===== config.mk =====
export PLATFORM = sky130hd
export DESIGN_NAME = pov_clock_frame_sequencer_flat
export DESIGN_NICKNAME = d
export VERILOG_FILES = /design/src/design/pcfs_pkg.sv /design/src/design/pcfs_in_if.sv /design/src/design/pcfs_out_if.sv /design/src/design/pcfs_time.sv /design/src/design/pcfs_seq.sv /design/src/design/pov_clock_frame_sequencer.sv /design/src/flat_wrapper.sv
export SDC_FILE = /design/constraint.sdc
export NUM_CORES = 1
export LEC_CHECK = 0
export BUFFER_PORTS_ARGS = -buffer_cell sky130_fd_sc_hd__buf_2
export CORE_UTILIZATION = 60
export CTS_BUF_LIST = sky130_fd_sc_hd__clkbuf_4 sky130_fd_sc_hd__clkbuf_8
export CTS_CLUSTER_DIAMETER = 40
export DETAILED_ROUTE_END_ITERATION = 7
export GPL_ROUTABILITY_DRIVEN = 0
export PLACE_DENSITY = 0.88
export REMOVE_ABC_BUFFERS = 1
export SLEW_MARGIN = 20
export SYNTH_ARGS = -nofsm -noshare
export SYNTH_HDL_FRONTEND = slang
export SYNTH_HIERARCHICAL = 1
export SYNTH_SLANG_ARGS = --single-unit

===== constraint.sdc =====
create_clock -name i_clk -period 6.25 [get_ports i_clk]
set_input_delay 1.875 -clock i_clk [delete_from_list [all_inputs] [get_ports i_clk]]
set_output_delay 1.875 -clock i_clk [all_outputs]
set_load 0.05 [all_outputs]

===== src/design/pcfs_pkg.sv =====
// shared types, constants and font lookup for the pov clock frame sequencer
`default_nettype none

package pcfs_pkg;

    typedef enum logic [1:0] {
        OP_TICK  = 2'd0,
        OP_SET   = 2'd1,
        OP_SWEEP = 2'd2
    } t_op;

    typedef enum logic [1:0] {
        UNIT_HOUR   = 2'd0,
        UNIT_MINUTE = 2'd1,
        UNIT_SECOND = 2'd2
    } t_unit;

    typedef struct packed {
        logic [4:0] hour;
        logic [5:0] minute;
        logic [5:0] second;
    } t_time;

    typedef struct packed {
        logic [3:0] tens;
        logic [3:0] units;
    } t_digits;

    localparam logic [5:0] SEC_MAX    = 6'd59;
    localparam logic [5:0] MIN_MAX    = 6'd59;
    localparam logic [4:0] HOUR_MAX   = 5'd23;
    localparam logic [6:0] SET_MAX_HR = 7'd23;
    localparam logic [6:0] SET_MAX_MS = 7'd59;
    localparam logic [5:0] ROW_SPLIT  = 6'd30;

    localparam logic [7:0] ROW_MARK  = 8'h08;
    localparam logic [7:0] ROW_LOW   = 8'h02;
    localparam logic [7:0] ROW_HIGH  = 8'h04;
    localparam logic [7:0] COL_MARK  = 8'h80;
    localparam logic [7:0] COL_BLANK = 8'h00;
    localparam logic [5:0] WAIT_MAX  = 6'd59;
    localparam logic [5:0] WAIT_GLY  = 6'd2;
    localparam logic [5:0] WAIT_NONE = 6'd0;

    localparam int unsigned GLYPH_COUNT = 11;
    localparam logic [3:0]  GLYPH_COLON = 4'd10;
    localparam logic [2:0]  GLYPH_LAST  = 3'd4;

    // five font columns per glyph, column 0 in the top byte
    localparam logic [39:0] GLYPH_ROM [GLYPH_COUNT] = '{
        40'h3E_41_41_41_3E,
        40'h00_00_10_20_7F,
        40'h27_49_49_49_31,
        40'h22_41_49_49_36,
        40'h0C_14_24_7F_04,
        40'h7A_49_49_49_46,
        40'h3E_49_49_49_26,
        40'h40_47_48_50_60,
        40'h36_49_49_49_36,
        40'h32_49_49_49_3E,
        40'h00_00_42_00_00
    };

    function automatic logic [7:0] glyph_col(input logic [3:0] g, input logic [2:0] c);
        logic [7:0] bits;
        logic [5:0] pos;
        bits = COL_BLANK;
        pos  = 6'((GLYPH_LAST - c) * 4'd8);
        if (g <= GLYPH_COLON && c <= GLYPH_LAST) begin
            bits = GLYPH_ROM[g][pos +: 8];
        end
        return bits;
    endfunction

    // split 0..59 into decimal digits with a compare ladder
    function automatic t_digits split_digits(input logic [5:0] v);
        t_digits d;
        if (v >= 6'd50) begin
            d.tens = 4'd5;
        end else if (v >= 6'd40) begin
            d.tens = 4'd4;
        end else if (v >= 6'd30) begin
            d.tens = 4'd3;
        end else if (v >= 6'd20) begin
            d.tens = 4'd2;
        end else if (v >= 6'd10) begin
            d.tens = 4'd1;
        end else begin
            d.tens = 4'd0;
        end
        d.units = 4'(v - 6'(d.tens * 4'd10));
        return d;
    endfunction

endpackage

`default_nettype wire


===== src/design/pcfs_in_if.sv =====
// command channel: operation, unit and value
`default_nettype none

interface pcfs_in_if;
    logic       valid;
    logic       ready;
    logic [1:0] operation;
    logic [1:0] set_unit;
    logic [6:0] set_value;

    modport source (output valid, output operation, output set_unit, output set_value,
                    input ready);
    modport sink   (input valid, input operation, input set_unit, input set_value,
                    output ready);
endinterface

`default_nettype wire


===== src/design/pcfs_out_if.sv =====
// frame channel: one beat per display frame
`default_nettype none

interface pcfs_out_if;
    logic       valid;
    logic       ready;
    logic       frame_kind;
    logic [7:0] row_code;
    logic [7:0] column_bits;
    logic [5:0] wait_units;
    logic       last_frame;

    modport source (output valid, output frame_kind, output row_code, output column_bits,
                    output wait_units, output last_frame, input ready);
    modport sink   (input valid, input frame_kind, input row_code, input column_bits,
                    input wait_units, input last_frame, output ready);
endinterface

`default_nettype wire


===== src/design/pcfs_time.sv =====
// time of day counters with one-second tick and clamped unit load
`default_nettype none

module pcfs_time (
    input  wire logic           i_clk,
    input  wire logic           i_rst_n,
    input  wire logic           i_tick,
    input  wire logic           i_set,
    input  wire logic [1:0]     i_set_unit,
    input  wire logic [6:0]     i_set_value,
    output pcfs_pkg::t_time     o_time
);

    pcfs_pkg::t_time r_time;
    pcfs_pkg::t_time n_time;

    always_comb begin
        n_time = r_time;
        if (i_tick) begin
            if (r_time.second >= pcfs_pkg::SEC_MAX) begin
                n_time.second = '0;
                if (r_time.minute >= pcfs_pkg::MIN_MAX) begin
                    n_time.minute = '0;
                    n_time.hour   = (r_time.hour >= pcfs_pkg::HOUR_MAX) ? '0
                                                                        : r_time.hour + 5'd1;
                end else begin
                    n_time.minute = r_time.minute + 6'd1;
                end
            end else begin
                n_time.second = r_time.second + 6'd1;
            end
        end else if (i_set) begin
            case (i_set_unit)
                pcfs_pkg::UNIT_HOUR: begin
                    n_time.hour = (i_set_value > pcfs_pkg::SET_MAX_HR) ? pcfs_pkg::HOUR_MAX
                                                                      : i_set_value[4:0];
                end
                pcfs_pkg::UNIT_MINUTE: begin
                    n_time.minute = (i_set_value > pcfs_pkg::SET_MAX_MS) ? pcfs_pkg::MIN_MAX
                                                                        : i_set_value[5:0];
                end
                pcfs_pkg::UNIT_SECOND: begin
                    n_time.second = (i_set_value > pcfs_pkg::SET_MAX_MS) ? pcfs_pkg::SEC_MAX
                                                                        : i_set_value[5:0];
                end
                default: begin
                    n_time = r_time;
                end
            endcase
        end
    end

    always_ff @(posedge i_clk) begin
        if (!i_rst_n) begin
            r_time <= '0;
        end else begin
            r_time <= n_time;
        end
    end

    assign o_time = r_time;

endmodule

`default_nettype wire


===== src/design/pcfs_seq.sv =====
// sweep sequencer: walks segments and columns, one frame per beat through a shared font lookup
`default_nettype none

module pcfs_seq #(
    parameter int unsigned FONT_COLUMNS = 5
) (
    input  wire logic            i_clk,
    input  wire logic            i_rst_n,
    input  wire logic            i_start,
    input  wire pcfs_pkg::t_time i_time,
    output logic                 o_busy,
    pcfs_out_if.source           o_frame
);

    localparam int unsigned CW = $clog2(FONT_COLUMNS);

    typedef enum logic [3:0] {
        SEG_LEAD, SEG_H_TENS, SEG_H_SPACE, SEG_H_UNITS, SEG_COLON_HM,
        SEG_M_TENS, SEG_M_SPACE, SEG_M_UNITS, SEG_COLON_MS,
        SEG_S_TENS, SEG_S_SPACE, SEG_S_UNITS, SEG_TRAIL
    } t_seg;

    t_seg               r_seg;
    logic [CW-1:0]      r_col;
    logic               r_busy;
    logic               r_valid;
    logic               r_kind;
    logic [7:0]         r_row;
    logic [7:0]         r_bits;
    logic [5:0]         r_wait;
    logic               r_last;

    logic               n_kind;
    logic [7:0]         n_row;
    logic [7:0]         n_bits;
    logic [5:0]         n_wait;
    logic               n_last;
    logic               seg_end;
    logic               load;
    logic [5:0]         sel_val;
    pcfs_pkg::t_digits  dig;
    logic [3:0]         gcode;
    logic [7:0]         disp_row;

    assign load     = r_busy && (!r_valid || o_frame.ready);
    assign disp_row = (i_time.second > pcfs_pkg::ROW_SPLIT) ? pcfs_pkg::ROW_HIGH
                                                             : pcfs_pkg::ROW_LOW;

    // one digit splitter shared across the three time fields
    always_comb begin
        case (r_seg)
            SEG_H_TENS, SEG_H_UNITS: sel_val = {1'b0, i_time.hour};
            SEG_M_TENS, SEG_M_UNITS: sel_val = i_time.minute;
            default:                 sel_val = i_time.second;
        endcase
        dig = pcfs_pkg::split_digits(sel_val);
        case (r_seg)
            SEG_H_TENS, SEG_M_TENS, SEG_S_TENS:    gcode = dig.tens;
            SEG_H_UNITS, SEG_M_UNITS, SEG_S_UNITS: gcode = dig.units;
            default:                               gcode = pcfs_pkg::GLYPH_COLON;
        endcase
    end

    always_comb begin
        n_kind  = 1'b1;
        n_row   = disp_row;
        n_bits  = pcfs_pkg::glyph_col(gcode, 3'(r_col));
        n_wait  = pcfs_pkg::WAIT_GLY;
        n_last  = 1'b0;
        seg_end = (r_col == CW'(FONT_COLUMNS - 1));
        case (r_seg)
            SEG_LEAD: begin
                n_kind  = 1'b0;
                n_row   = pcfs_pkg::ROW_MARK;
                seg_end = (r_col == CW'(2));
                if (r_col == '0) begin
                    n_bits = pcfs_pkg::COL_BLANK;
                    n_wait = pcfs_pkg::WAIT_MAX - i_time.second;
                end else if (r_col == CW'(1)) begin
                    n_bits = pcfs_pkg::COL_MARK;
                    n_wait = i_time.second;
                end else begin
                    n_bits = pcfs_pkg::COL_MARK;
                    n_wait = pcfs_pkg::WAIT_NONE;
                end
            end
            SEG_H_SPACE, SEG_M_SPACE, SEG_S_SPACE: begin
                n_bits  = pcfs_pkg::COL_BLANK;
                seg_end = 1'b1;
            end
            SEG_TRAIL: begin
                n_kind  = 1'b0;
                n_row   = pcfs_pkg::ROW_MARK;
                seg_end = (r_col == CW'(1));
                if (r_col == '0) begin
                    n_bits = pcfs_pkg::COL_MARK;
                    n_wait = i_time.second;
                end else begin
                    n_bits = pcfs_pkg::COL_BLANK;
                    n_wait = pcfs_pkg::WAIT_NONE;
                    n_last = 1'b1;
                end
            end
            default: begin
                n_kind = 1'b1;
            end
        endcase
    end

    always_ff @(posedge i_clk) begin
        if (!i_rst_n) begin
            r_busy  <= 1'b0;
            r_valid <= 1'b0;
            r_seg   <= SEG_LEAD;
            r_col   <= '0;
        end else begin
            if (i_start) begin
                r_busy <= 1'b1;
                r_seg  <= SEG_LEAD;
                r_col  <= '0;
            end else if (load) begin
                if (seg_end) begin
                    r_col <= '0;
                    if (r_seg == SEG_TRAIL) begin
                        r_busy <= 1'b0;
                    end else begin
                        r_seg <= t_seg'(r_seg + 4'd1);
                    end
                end else begin
                    r_col <= r_col + CW'(1);
                end
            end
            if (load) begin
                r_valid <= 1'b1;
            end else if (o_frame.ready) begin
                r_valid <= 1'b0;
            end
        end
        if (load) begin
            r_kind <= n_kind;
            r_row  <= n_row;
            r_bits <= n_bits;
            r_wait <= n_wait;
            r_last <= n_last;
        end
    end

    assign o_busy              = r_busy;
    assign o_frame.valid       = r_valid;
    assign o_frame.frame_kind  = r_kind;
    assign o_frame.row_code    = r_row;
    assign o_frame.column_bits = r_bits;
    assign o_frame.wait_units  = r_wait;
    assign o_frame.last_frame  = r_last;

endmodule

`default_nettype wire


===== src/design/pov_clock_frame_sequencer.sv =====
// top level: time keeping and sweep frame sequencing for the pov clock display
//
//   port      dir   role
//   i_cmd     in    tick, set unit or start sweep, one beat per command
//   o_frame   out   display frames, 8 * FONT_COLUMNS + 8 beats per sweep
//
// a tick or set takes effect in the cycle after its beat and adds no wait
// a sweep gives one frame per cycle while o_frame is ready, paced by the segment
// and column counters of the sequencer
// i_cmd is held off while a sweep is running; a stall on o_frame holds the sweep
// reset is synchronous and clears the time to 00:00:00
`default_nettype none

module pov_clock_frame_sequencer #(
    parameter int unsigned FONT_COLUMNS = 5
) (
    input  wire logic   i_clk,
    input  wire logic   i_rst_n,
    pcfs_in_if.sink     i_cmd,
    pcfs_out_if.source  o_frame
);

    pcfs_pkg::t_time time_now;
    logic            busy;
    logic            accept;
    logic            tick;
    logic            set;
    logic            start;

    assign i_cmd.ready = !busy;
    assign accept      = i_cmd.valid && !busy;
    assign tick        = accept && (i_cmd.operation == pcfs_pkg::OP_TICK);
    assign set         = accept && (i_cmd.operation == pcfs_pkg::OP_SET);
    assign start       = accept && (i_cmd.operation == pcfs_pkg::OP_SWEEP);

    pcfs_time u_time (
        .i_clk       (i_clk),
        .i_rst_n     (i_rst_n),
        .i_tick      (tick),
        .i_set       (set),
        .i_set_unit  (i_cmd.set_unit),
        .i_set_value (i_cmd.set_value),
        .o_time      (time_now)
    );

    pcfs_seq #(
        .FONT_COLUMNS (FONT_COLUMNS)
    ) u_seq (
        .i_clk   (i_clk),
        .i_rst_n (i_rst_n),
        .i_start (start),
        .i_time  (time_now),
        .o_busy  (busy),
        .o_frame (o_frame)
    );

endmodule

`default_nettype wire

===== src/flat_wrapper.sv =====
// flat-port wrapper written by rule: the top's interface ports become plain ports
module pov_clock_frame_sequencer_flat 
#(
    parameter int unsigned FONT_COLUMNS = 5
)
  (i_clk, i_rst_n, i_cmd_valid, i_cmd_operation, i_cmd_set_unit, i_cmd_set_value, i_cmd_ready, o_frame_valid, o_frame_frame_kind, o_frame_row_code, o_frame_column_bits, o_frame_wait_units, o_frame_last_frame, o_frame_ready);
  pcfs_in_if i_cmd_i ();
  pcfs_out_if o_frame_i ();
  input  wire logic i_clk;
  input  wire logic i_rst_n;
  input wire logic [$bits(i_cmd_i.valid)-1:0] i_cmd_valid;
  input wire logic [$bits(i_cmd_i.operation)-1:0] i_cmd_operation;
  input wire logic [$bits(i_cmd_i.set_unit)-1:0] i_cmd_set_unit;
  input wire logic [$bits(i_cmd_i.set_value)-1:0] i_cmd_set_value;
  output wire logic [$bits(i_cmd_i.ready)-1:0] i_cmd_ready;
  output wire logic [$bits(o_frame_i.valid)-1:0] o_frame_valid;
  output wire logic [$bits(o_frame_i.frame_kind)-1:0] o_frame_frame_kind;
  output wire logic [$bits(o_frame_i.row_code)-1:0] o_frame_row_code;
  output wire logic [$bits(o_frame_i.column_bits)-1:0] o_frame_column_bits;
  output wire logic [$bits(o_frame_i.wait_units)-1:0] o_frame_wait_units;
  output wire logic [$bits(o_frame_i.last_frame)-1:0] o_frame_last_frame;
  input wire logic [$bits(o_frame_i.ready)-1:0] o_frame_ready;
  assign i_cmd_i.valid = i_cmd_valid;
  assign i_cmd_i.operation = i_cmd_operation;
  assign i_cmd_i.set_unit = i_cmd_set_unit;
  assign i_cmd_i.set_value = i_cmd_set_value;
  assign i_cmd_ready = i_cmd_i.ready;
  assign o_frame_valid = o_frame_i.valid;
  assign o_frame_frame_kind = o_frame_i.frame_kind;
  assign o_frame_row_code = o_frame_i.row_code;
  assign o_frame_column_bits = o_frame_i.column_bits;
  assign o_frame_wait_units = o_frame_i.wait_units;
  assign o_frame_last_frame = o_frame_i.last_frame;
  assign o_frame_i.ready = o_frame_ready;
  pov_clock_frame_sequencer #(.FONT_COLUMNS(FONT_COLUMNS)) u_core (.i_clk(i_clk), .i_rst_n(i_rst_n), .i_cmd(i_cmd_i), .o_frame(o_frame_i));
endmodule

==> metrics.yaml, run 1 <==
drt_first_pass_iters: 7
die_h_um: 83.9
synth-seq-cells: 45
routed_wl_um: 9920
ys.flop_type: "dfxtp_1"
syn-instance-count: 462
clk_path_buf_depth: 2
cp.arrival_ns: 5.98
synth_cell_type_count: 91
ir_drop_v: 0.0000864
setup-tns-final_ns: 0
syn-mean-instance-area_sq_um: 8.72
fin_ws_ns: 0.366
grt_start_max_net_pins: 24
fin_crit_ns: 5.88
crit_fanout: 13
dp_hpwl_um: 7140
crit_type: "flop to flop"
drive_gt1_share_pct: 17.5
post-route-period-util_pct: 94.1
report.power.total_mw: 0.664
io_buffers: 35
crit_end: "u_core/u_seq/o_frame.column_bits[5]"
status: "finished with violations"
ctsHoldBuffers: 0
min_path_type: "flop to flop"
syn2layout_area_growth_pct: 5.62
coreArea_sq_mm: 0.00642
final_area_sq_mm: 0.00425
antenna_found_initial: 0
async_flop_share_pct: 0
die_w_um: 83.9
grt_pass1_vias: 3566
drv_cap: 0
clock_skew_ns: 0.00462
r2r_slack_ns: 0.37
io_pins: 41
cts_tree: "yes"
holdWs_ns: 0.532
netlist.top_cell.by_area: "edfxtp_1"
wire_per_inst_um: 17.8
dpl_worst_slack_ns: 0.613
drc: 10
synth_warnings: 6
cts-root-buf: "clkbuf_8"
post-route-util_pct: 66.2
slew_headroom_pct: 31.4
rr_worst_depth: 17
grt_pass1_wl_um: 16500
fmax_ghz: 0.170
critical_path_required_ns: 6.35
synthTopCellsByArea: "edfxtp_1 14%, dfxtp_1 13%, ha_1 7.5%, a21oi_1 3.9%, nand2_1 3.8%"
num_rows: 29
vias: 3868
antenna_left: 0
reg2reg_from: "u_core/u_seq/r_seg[0]"
rsz0062_at_grt: "no"
htreeDepth: 2
yosysSeqAreaShare_pct: 27.1
finalHoldViolCount: 0
clk_latency_ns: 0.30
grt.overflow.total: 0
cp-end-kind: "flop"
numCtsBuffers: 5
via_per_inst: 6.93
slew_violations: 0
dp_cells: 550
post_cts_resized: 0
groute.usage.overall_pct: 28.5
critPathLaunchType: "flop"
clk_pin_slew_ns: 0.09
stdcell_count: 558
cts_setup_buffers: 0
drt-initial-drc-count: 526
worst_pin_slew_ns: 1.02
p_leak_nw: 1.57
diodes: 0
cts_sinks: 45
r2r_end: "u_core/u_seq/o_frame.column_bits[5]"
p_per_area_mw_per_mm2: 156
fin_nets: 520
setup_viol: 0
initial_core_util_pct: 62.7
synth_edf_count: 19
crit_path_start: "u_core/u_seq/r_seg[0]"
synth_top_area_share_pct: 14.2
violations: "design-rule violations"
place_area_sq_mm: 0.00416
synth_area_sq_mm: 0.00403
die_area_sq_mm: 0.00704
-- per-layer routing --
metal	wire length [um]	track usage, %	share of wire, %
met1	4110	36.3	41
met4	274	11.6	2.8
met2	4630	47.5	47
met3	910	5.24	9.2
met5	0	0	0
-- worst min path at each step --
stage / startpoint / endpoint / slack [ns] / depth (start not counted)
after floorplan: u_core/u_time/o_time[16] / u_core/u_time/o_time[16] / 0.47 / 2
after global placement: u_core/u_time/o_time[8] / u_core/u_time/o_time[8] / 0.50 / 2
after detailed placement: u_core/u_time/o_time[10] / u_core/u_time/o_time[10] / 0.52 / 2
after CTS: u_core/u_time/o_time[10] / u_core/u_time/o_time[10] / 0.53 / 2
after global routing: u_core/u_seq/o_frame.valid / u_core/u_seq/o_frame.valid / 0.56 / 2
final: u_core/u_time/o_time[16] / u_core/u_time/o_time[16] / 0.53 / 2
-- cells in the mapped netlist (4+ instances only) --
master and count:
and2_1 6, nor3_1 6, o221a_1 4, dfxtp_1 26
o211ai_1 12, inv_1 22, a21oi_1 31, clkbuf_1 14
nand2b_1 6, buf_2 7, nand4_1 5, xnor2_1 7
edfxtp_1 19, mux2_2 6, nor2b_1 9, a211oi_1 6
nand2_1 41, o21ai_0 13, o21ai_1 9, buf_6 5
o31ai_1 8, a31oi_1 11, nor2_1 32, buf_4 5
ha_1 24, nand3_1 16, and3_1 8
-- power by group --
part,switching [mW],internal [mW]
logic,0.102,0.0495
registers,0.0132,0.316
clock network,0.104,0.0794
-- worst max-delay path, stage by stage, from the launching register on --
cell and delay (ns):
dfxtp_1 0.43, ha_1 0.43, o21ba_1 0.61, mux2i_2 0.66, o311ai_0 0.28, o21ai_0 0.21, ha_1 0.33, nand2b_1 0.17
and3_1 0.28, inv_1 0.17, ha_1 0.27, nor2b_1 0.08, a41oi_1 0.21, a21boi_0 0.32, a21oi_1 0.14, a211oi_1 0.52
nand2_1 0.20, o31ai_1 0.35
-- state kept, by name (all words and copies together), names as in the netlist, 3 cells and up --
signal                            count
u_core/u_seq/r_col                    3
u_core/u_seq/r_seg                    4
u_core/u_seq/o_frame.wait_units       6
u_core/u_seq/o_frame.column_bits      8
u_core/u_seq/o_frame.row_code         3
u_core/u_time/o_time                 17
-- area by class of cell --
class / count / area, sq um
Tap cell: 77 / 96.3
Timing Repair Buffer: 38 / 198
Clock buffer: 5 / 68.8
Fill cell: 518 / 2170
Inverter: 24 / 90.1
Sequential cell: 45 / 1090
Multi-Input combinational cell: 366 / 2690
Clock inverter: 3 / 21.3
-- layout by cell type, fill, tap and decap left out, types with 9 or more instances in the layout --
cell,n
edfxtp_1,19
nor2_1,32
a31oi_1,11
nand3_1,16
ha_1,24
buf_2,35
o211ai_1,12
inv_1,22
nand2_1,41
o21ai_1,10
a21oi_1,31
o21ai_0,12
dfxtp_1,26
nor2b_1,9
-- cells by family (layout without fill, tap and decap cells) --
kind of cell,after synthesis,count (layout),share of synthesized area (%)
AO/OA/AOI/OAI,163,163,30.9
AND/OR/NAND/NOR,150,150,20.3
buffers and inverters,55,70,6.74
flip-flops,45,45,27.1
adder cells (fa/ha/maj),25,25,7.96
multiplexers,15,15,5.19
XOR/XNOR,8,8,1.74
other,1,5,0.0931
Power figures use the tool's default switching activity.
==> inputs of run 2 (changes only) <==
CORE_UTILIZATION = 62   (was 60)
PLACE_DENSITY = 0.9   (was 0.88)
==> metrics.yaml, run 2 (same netlist as run 1, synthesis figures left out) <==
largest_reg_flops: 17  # unchanged
worst_pin_slew_ns: 1.03  # was 1.02 ns
post_cts_resized: 0  # unchanged
crit_fanout: 10  # was 13
hp-start: "u_core/u_time/o_time[16]"  # unchanged
rsz0062_at_grt: "no"  # unchanged
grt.overflow.total: 0  # unchanged
p_leak_nw: 1.59  # was 1.57 nW
die_w_um: 82.6  # was 83.9 um
finalHoldViolCount: 0  # unchanged
drive_gt1_share_pct: 17.5  # unchanged
fmax_ghz: 0.177  # was 0.170 GHz
drv_cap: 0  # unchanged
crit_type: "flop to flop"  # unchanged
drt_first_pass_iters: 5  # was 7
min_path_type: "flop to flop"  # unchanged
coreArea_sq_mm: 0.00610  # was 0.00642 sq mm
dp_hpwl_um: 7020  # was 7140 um
io_pins: 41  # unchanged
critical_path_required_ns: 6.37  # was 6.35 ns
ir_drop_v: 0.000172  # was 0.0000864 V
routed_wl_um: 9900  # was 9920 um
initial_core_util_pct: 66.1  # was 62.7%
cts_tree: "yes"  # unchanged
post-route-period-util_pct: 90.6  # was 94.1%
grt_pass1_wl_um: 15800  # was 16500 um
syn2layout_area_growth_pct: 6.28  # was 5.62%
holdWs_ns: 0.525  # was 0.532 ns
ctsHoldBuffers: 0  # unchanged
drt-initial-drc-count: 359  # was 526
clock_skew_ns: 0.00821  # was 0.00462 ns
htreeDepth: 2  # unchanged
place_area_sq_mm: 0.00416  # about the same
crit_path_start: "u_core/u_seq/r_seg[0]"  # unchanged
final_common_cell: "nand2_1"  # unchanged
final_area_sq_mm: 0.00428  # was 0.00425 sq mm
rr_worst_depth: 18  # was 17
cts-root-buf: "clkbuf_8"  # unchanged
via_per_inst: 6.92  # was 6.93
groute.usage.overall_pct: 30.2  # was 28.5%
die_area_sq_mm: 0.00682  # was 0.00704 sq mm
antenna_found_initial: 0  # unchanged
setup-tns-final_ns: 0  # unchanged
status: "finished, final reports clean"  # was finished with violations
r2r_slack_ns: 0.59  # was 0.37 ns
drc: 0  # was 10
crit_end: "u_core/u_seq/o_frame.column_bits[4]"  # was u_core/u_seq/o_frame.column_bits[5]
setup_viol: 0  # unchanged
wire_per_inst_um: 17.8  # about the same
fillers: 479  # was 518
io_buffers: 35  # unchanged
regArea_sq_mm: 0.00109  # unchanged
antenna_left: 0  # unchanged
num_rows: 28  # was 29
clk_path_buf_depth: 2  # unchanged
die_h_um: 82.6  # was 83.9 um
critPathLaunchType: "flop"  # unchanged
clk_latency_ns: 0.30  # about the same
cts_setup_buffers: 0  # unchanged
grt_pass1_vias: 3307  # was 3566
slew_headroom_pct: 30.9  # was 31.4%
grt_start_max_net_pins: 27  # was 24
diodes: 0  # unchanged
reg2reg_from: "u_core/u_seq/r_seg[0]"  # unchanged
r2r_end: "u_core/u_seq/o_frame.column_bits[4]"  # was u_core/u_seq/o_frame.column_bits[5]
numCtsBuffers: 5  # unchanged
fin_crit_ns: 5.66  # was 5.88 ns
cts_sinks: 45  # unchanged
slew_violations: 0  # unchanged
final_cell_mix: "41 x nand2_1, 35 x buf_2, 32 x nor2_1"  # unchanged
p_per_area_mw_per_mm2: 167  # was 156 mW/mm^2
cp.arrival_ns: 5.78  # was 5.98 ns
fin_nets: 520  # unchanged
clk_pin_slew_ns: 0.09  # about the same
vias: 3849  # was 3868
cp-end-kind: "flop"  # unchanged
multiInputGateArea_sq_mm: 0.00269  # unchanged
run 2: report_power, final:
group          internal [mW]  total (mW)  switching (mW)
logic                 0.0494       0.151           0.102
clock network          0.130       0.233           0.102
registers              0.316       0.329          0.0133
total                  0.495       0.713           0.218
run 2: layout make-up:
type	instances	area share, %
clock buffers	6	1.93
clock inverters	2	0.848
inverters	24	2.11
multi-input cells	366	62.8
flip-flops and latches	45	25.5
well taps	75	2.19
repair buffers	38	4.62
run 2: worst max-delay path, stage by stage, from the launching register on:
cell and delay (ns):
dfxtp_1 0.42, ha_1 0.38, o21ba_1 0.59, mux2i_4 0.43, nand2_1 0.14, o311ai_0 0.35
o21ai_0 0.22, ha_1 0.37, nand2b_1 0.17, and3_1 0.28, inv_1 0.18, ha_1 0.30
nor2b_1 0.11, a41oi_1 0.21, a21boi_0 0.29, a21oi_1 0.13, a211oi_1 0.47, nand2_1 0.16
o31ai_1 0.27
run 2: per-layer routing:
layer	global-route usage, %	part of all wire [%]	vias to the layer above
li1	-	-	1783
met1	40.3	42	1792
met2	48.3	47	239
met3	5.27	9.2	35
met4	11.9	2.5	0
met5	0	0	-
run 2: worst min path at each step:
stage / depth (start not counted) / slack [ns] / endpoint
after floorplan: 2 / 0.47 / u_core/u_time/o_time[16]
after global placement: 2 / 0.51 / u_core/u_time/o_time[16]
final: 2 / 0.52 / u_core/u_time/o_time[16]
after detailed placement: 2 / 0.51 / u_core/u_time/o_time[16]
after CTS: 2 / 0.52 / u_core/u_time/o_time[16]
after global routing: 2 / 0.55 / u_core/u_time/o_time[10]
run 2: metrics by stage:
stage / utilization, % / power [mW] / setup WS, ns / std cells
floorplan: - / 0.442 / 1.50 / 435
global placement: 68.2 / 0.478 / 1.08 / 548
detailed placement: 68.2 / 0.482 / 0.769 / 548
CTS: 70.2 / 0.710 / 0.745 / 556
global route: 70.2 / 0.743 / 0.202 / 556
finish: 70.2 / 0.713 / 0.591 / 556
==> inputs of run 3 (changes only) <==
CORE_UTILIZATION = 63   (was 62)
GPL_ROUTABILITY_DRIVEN = not set   (was 0)
PLACE_DENSITY = 0.91   (was 0.9)
clock period = 6.6 ns   (was 6.25 ns; I/O delays follow)
==> metrics.yaml, run 3 (same netlist as run 1, synthesis figures left out) <==
status: "finished, final reports clean"  # unchanged
p_leak_nw: 1.58  # was 1.59 nW
htreeDepth: 2  # unchanged
final_common_cell: "nand2_1"  # unchanged
max_stage_delay_ns: 0.66  # was 0.59 ns
largest_reg_flops: 17  # unchanged
grt_pass1_wl_um: 16100  # was 15800 um
via_per_inst: 6.97  # was 6.92
routed_wl_um: 10100  # was 9900 um
vias: 3880  # was 3849
cpMostUsedCell: "ha_1"  # unchanged
crit_fanout: 13  # was 10
cts_sinks: 45  # unchanged
antenna_left: 0  # unchanged
cp_slowest_cell: "mux2i_2"  # was o21ba_1
path_cells: "ha_1 > o21ba_1 > mux2i_2 > o311ai_0 > o21ai_0 > ha_1 > nand2b_1 > and3_1 > inv_1 > ha_1 > nor2b_1 > a41oi_1 > a21boi_0 > a21oi_1 > a211oi_1 > nand2_1 > o31ai_1"  # was ha_1 > o21ba_1 > mux2i_4 > nand2_1 > o311ai_0 > o21ai_0 > ha_1 > nand2b_1 > and3_1 > inv_1 > ha_1 > nor2b_1 > a41oi_1 > a21boi_0 > a21oi_1 > a211oi_1 > nand2_1 > o31ai_1
busiest_layer: "met2"  # unchanged
regArea_sq_mm: 0.00109  # unchanged
numCtsBuffers: 5  # unchanged
io_pins: 41  # unchanged
grt_start_max_net_pins: 27  # unchanged
cts-root-buf: "clkbuf_8"  # unchanged
cts_setup_buffers: 0  # unchanged
dp_hpwl_um: 7290  # was 7020 um
clk_pin_slew_ns: 0.09  # about the same
cp.arrival_ns: 5.82  # was 5.78 ns
p_per_area_mw_per_mm2: 155  # was 167 mW/mm^2
setup_viol: 0  # unchanged
clk_path_buf_depth: 2  # unchanged
drt-initial-drc-count: 388  # was 359
clk_latency_ns: 0.30  # about the same
slew_headroom_pct: 42.2  # was 30.9%
fillers: 464  # was 479
ir_drop_v: 0.0000947  # was 0.000172 V
critPathLaunchType: "flop"  # unchanged
drc: 0  # unchanged
initial_core_util_pct: 66.8  # was 66.1%
syn2layout_area_growth_pct: 6.25  # was 6.28%
coreArea_sq_mm: 0.00603  # was 0.00610 sq mm
diodes: 0  # unchanged
rr_worst_depth: 17  # was 18
holdWs_ns: 0.528  # was 0.525 ns
io_buffers: 35  # unchanged
antenna_found_initial: 0  # unchanged
p_switching_mw: 0.207  # was 0.218 mW
drt_first_pass_iters: 5  # unchanged
grt_pass1_vias: 3440  # was 3307
setup-tns-final_ns: 0  # unchanged
p_int_mw: 0.457  # was 0.495 mW
cp-end-kind: "flop"  # unchanged
clock_skew_ns: 0.00385  # was 0.00821 ns
power_frac_comb_pct: 21.4  # was 21.2%
use_met2_pct: 49.7  # was 48.3%
crit_type: "flop to flop"  # unchanged
worst_pin_slew_ns: 0.866  # was 1.03 ns
multiInputGateArea_sq_mm: 0.00269  # unchanged
post-route-period-util_pct: 86.3  # was 90.6%
cts_tree: "yes"  # unchanged
r2r_slack_ns: 0.90  # was 0.59 ns
clockPowerShare_pct: 31.7  # was 32.6%
fmax_ghz: 0.175  # was 0.177 GHz
min_path_type: "flop to flop"  # unchanged
final_cell_mix: "41 x nand2_1, 35 x buf_2, 32 x nor2_1"  # unchanged
die_w_um: 81.9  # was 82.6 um
fin_crit_ns: 5.70  # was 5.66 ns
finalHoldViolCount: 0  # unchanged
drive_gt1_share_pct: 17.4  # was 17.5%
min_path_cells: 2  # unchanged
drv_cap: 0  # unchanged
num_rows: 28  # unchanged
globalplace.congestion: 0.959
groute.usage.overall_pct: 31.3  # was 30.2%
slew_violations: 0  # unchanged
ctsHoldBuffers: 0  # unchanged
critical_path_required_ns: 6.72  # was 6.37 ns
seqPwrFrac_pct: 46.9  # was 46.1%
met1_usage_pct: 42.9  # was 40.3%
die_area_sq_mm: 0.00671  # was 0.00682 sq mm
rsz0062_at_grt: "no"  # unchanged
post_cts_resized: 0  # unchanged
grt.overflow.total: 0  # unchanged
grt_use_met3_pct: 4.44  # was 5.27%
p_sw_share_pct: 31.2  # was 30.5%
wire_per_inst_um: 18.1  # was 17.8 um
fin_nets: 521  # was 520
die_h_um: 81.9  # was 82.6 um
==> run 3: cell count changes in the layout (fill, tap and decap cells not counted) <==
cell	change
buf_4	+1
inv_4	-1
clkinvlp_4	+1
o21ai_1	-1
clkinv_1	+1
clkbuf_8	-1
o21ai_0	+1
==> run 3: final cells by class <==
cell class	count	share of cell area (%)
clock inverter	3	0.965
clock buffer	5	1.61
multi-input combinational	366	62.8
timing repair buffer	39	4.80
tap	75	2.19
sequential	45	25.5
inverter	24	2.11
==> run 3: worst paths after layout <==
path | from | to
setup / recovery | u_core/u_seq/r_seg[0] | u_core/u_seq/o_frame.column_bits[4]
hold / removal | u_core/u_time/o_time[10] | u_core/u_time/o_time[10]
setup reg to reg | u_core/u_seq/r_seg[0] | u_core/u_seq/o_frame.column_bits[4]
hold reg to reg | u_core/u_time/o_time[10] | u_core/u_time/o_time[10]
==> run 3: worst max-delay path, delay by kind of cell, from the launching register on <==
family	cells	cell delay [ns]
DFF	1	0.43
buffers and inverters	1	0.18
adders and majority gates	3	1.00
and+or+nand+nor	4	0.75
muxes	1	0.66
AOI/OAI and AO/OA	8	2.48
==> run 3: routing by layer <==
metal / vias to the layer above / routed length [um]
met3: 20 / 1070
met5: - / 0
met1: 1797 / 4140
li1: 1786 / -
met4: 0 / 185
met2: 277 / 4660
==> run 3: power by group through the flow <==
stage | combinational (mW) | clock, mW | sequential [mW]
6_report | 0.142 | 0.210 | 0.312
5_1_grt | 0.154 | 0.224 | 0.313
4_1_cts | 0.139 | 0.213 | 0.311
3_5_place_dp | 0.139 | 0 | 0.318
3_3_place_gp | 0.136 | 0 | 0.317
2_1_floorplan | 0.0891 | 0 | 0.329
==> run 3: stage by stage <==
step | std cells | area, sq um | util, % | total power [mW] | setup slack (ns)
finish | 557 | 4280 | 71.0 | 0.664 | 0.901
CTS | 557 | 4280 | 71.0 | 0.664 | 1.05
detailed placement | 549 | 4170 | 69.2 | 0.457 | 1.05
global route | 557 | 4280 | 71.0 | 0.691 | 0.447
global placement | 549 | 4170 | 69.2 | 0.453 | 1.40
floorplan | 435 | 3860 | - | 0.418 | 1.85
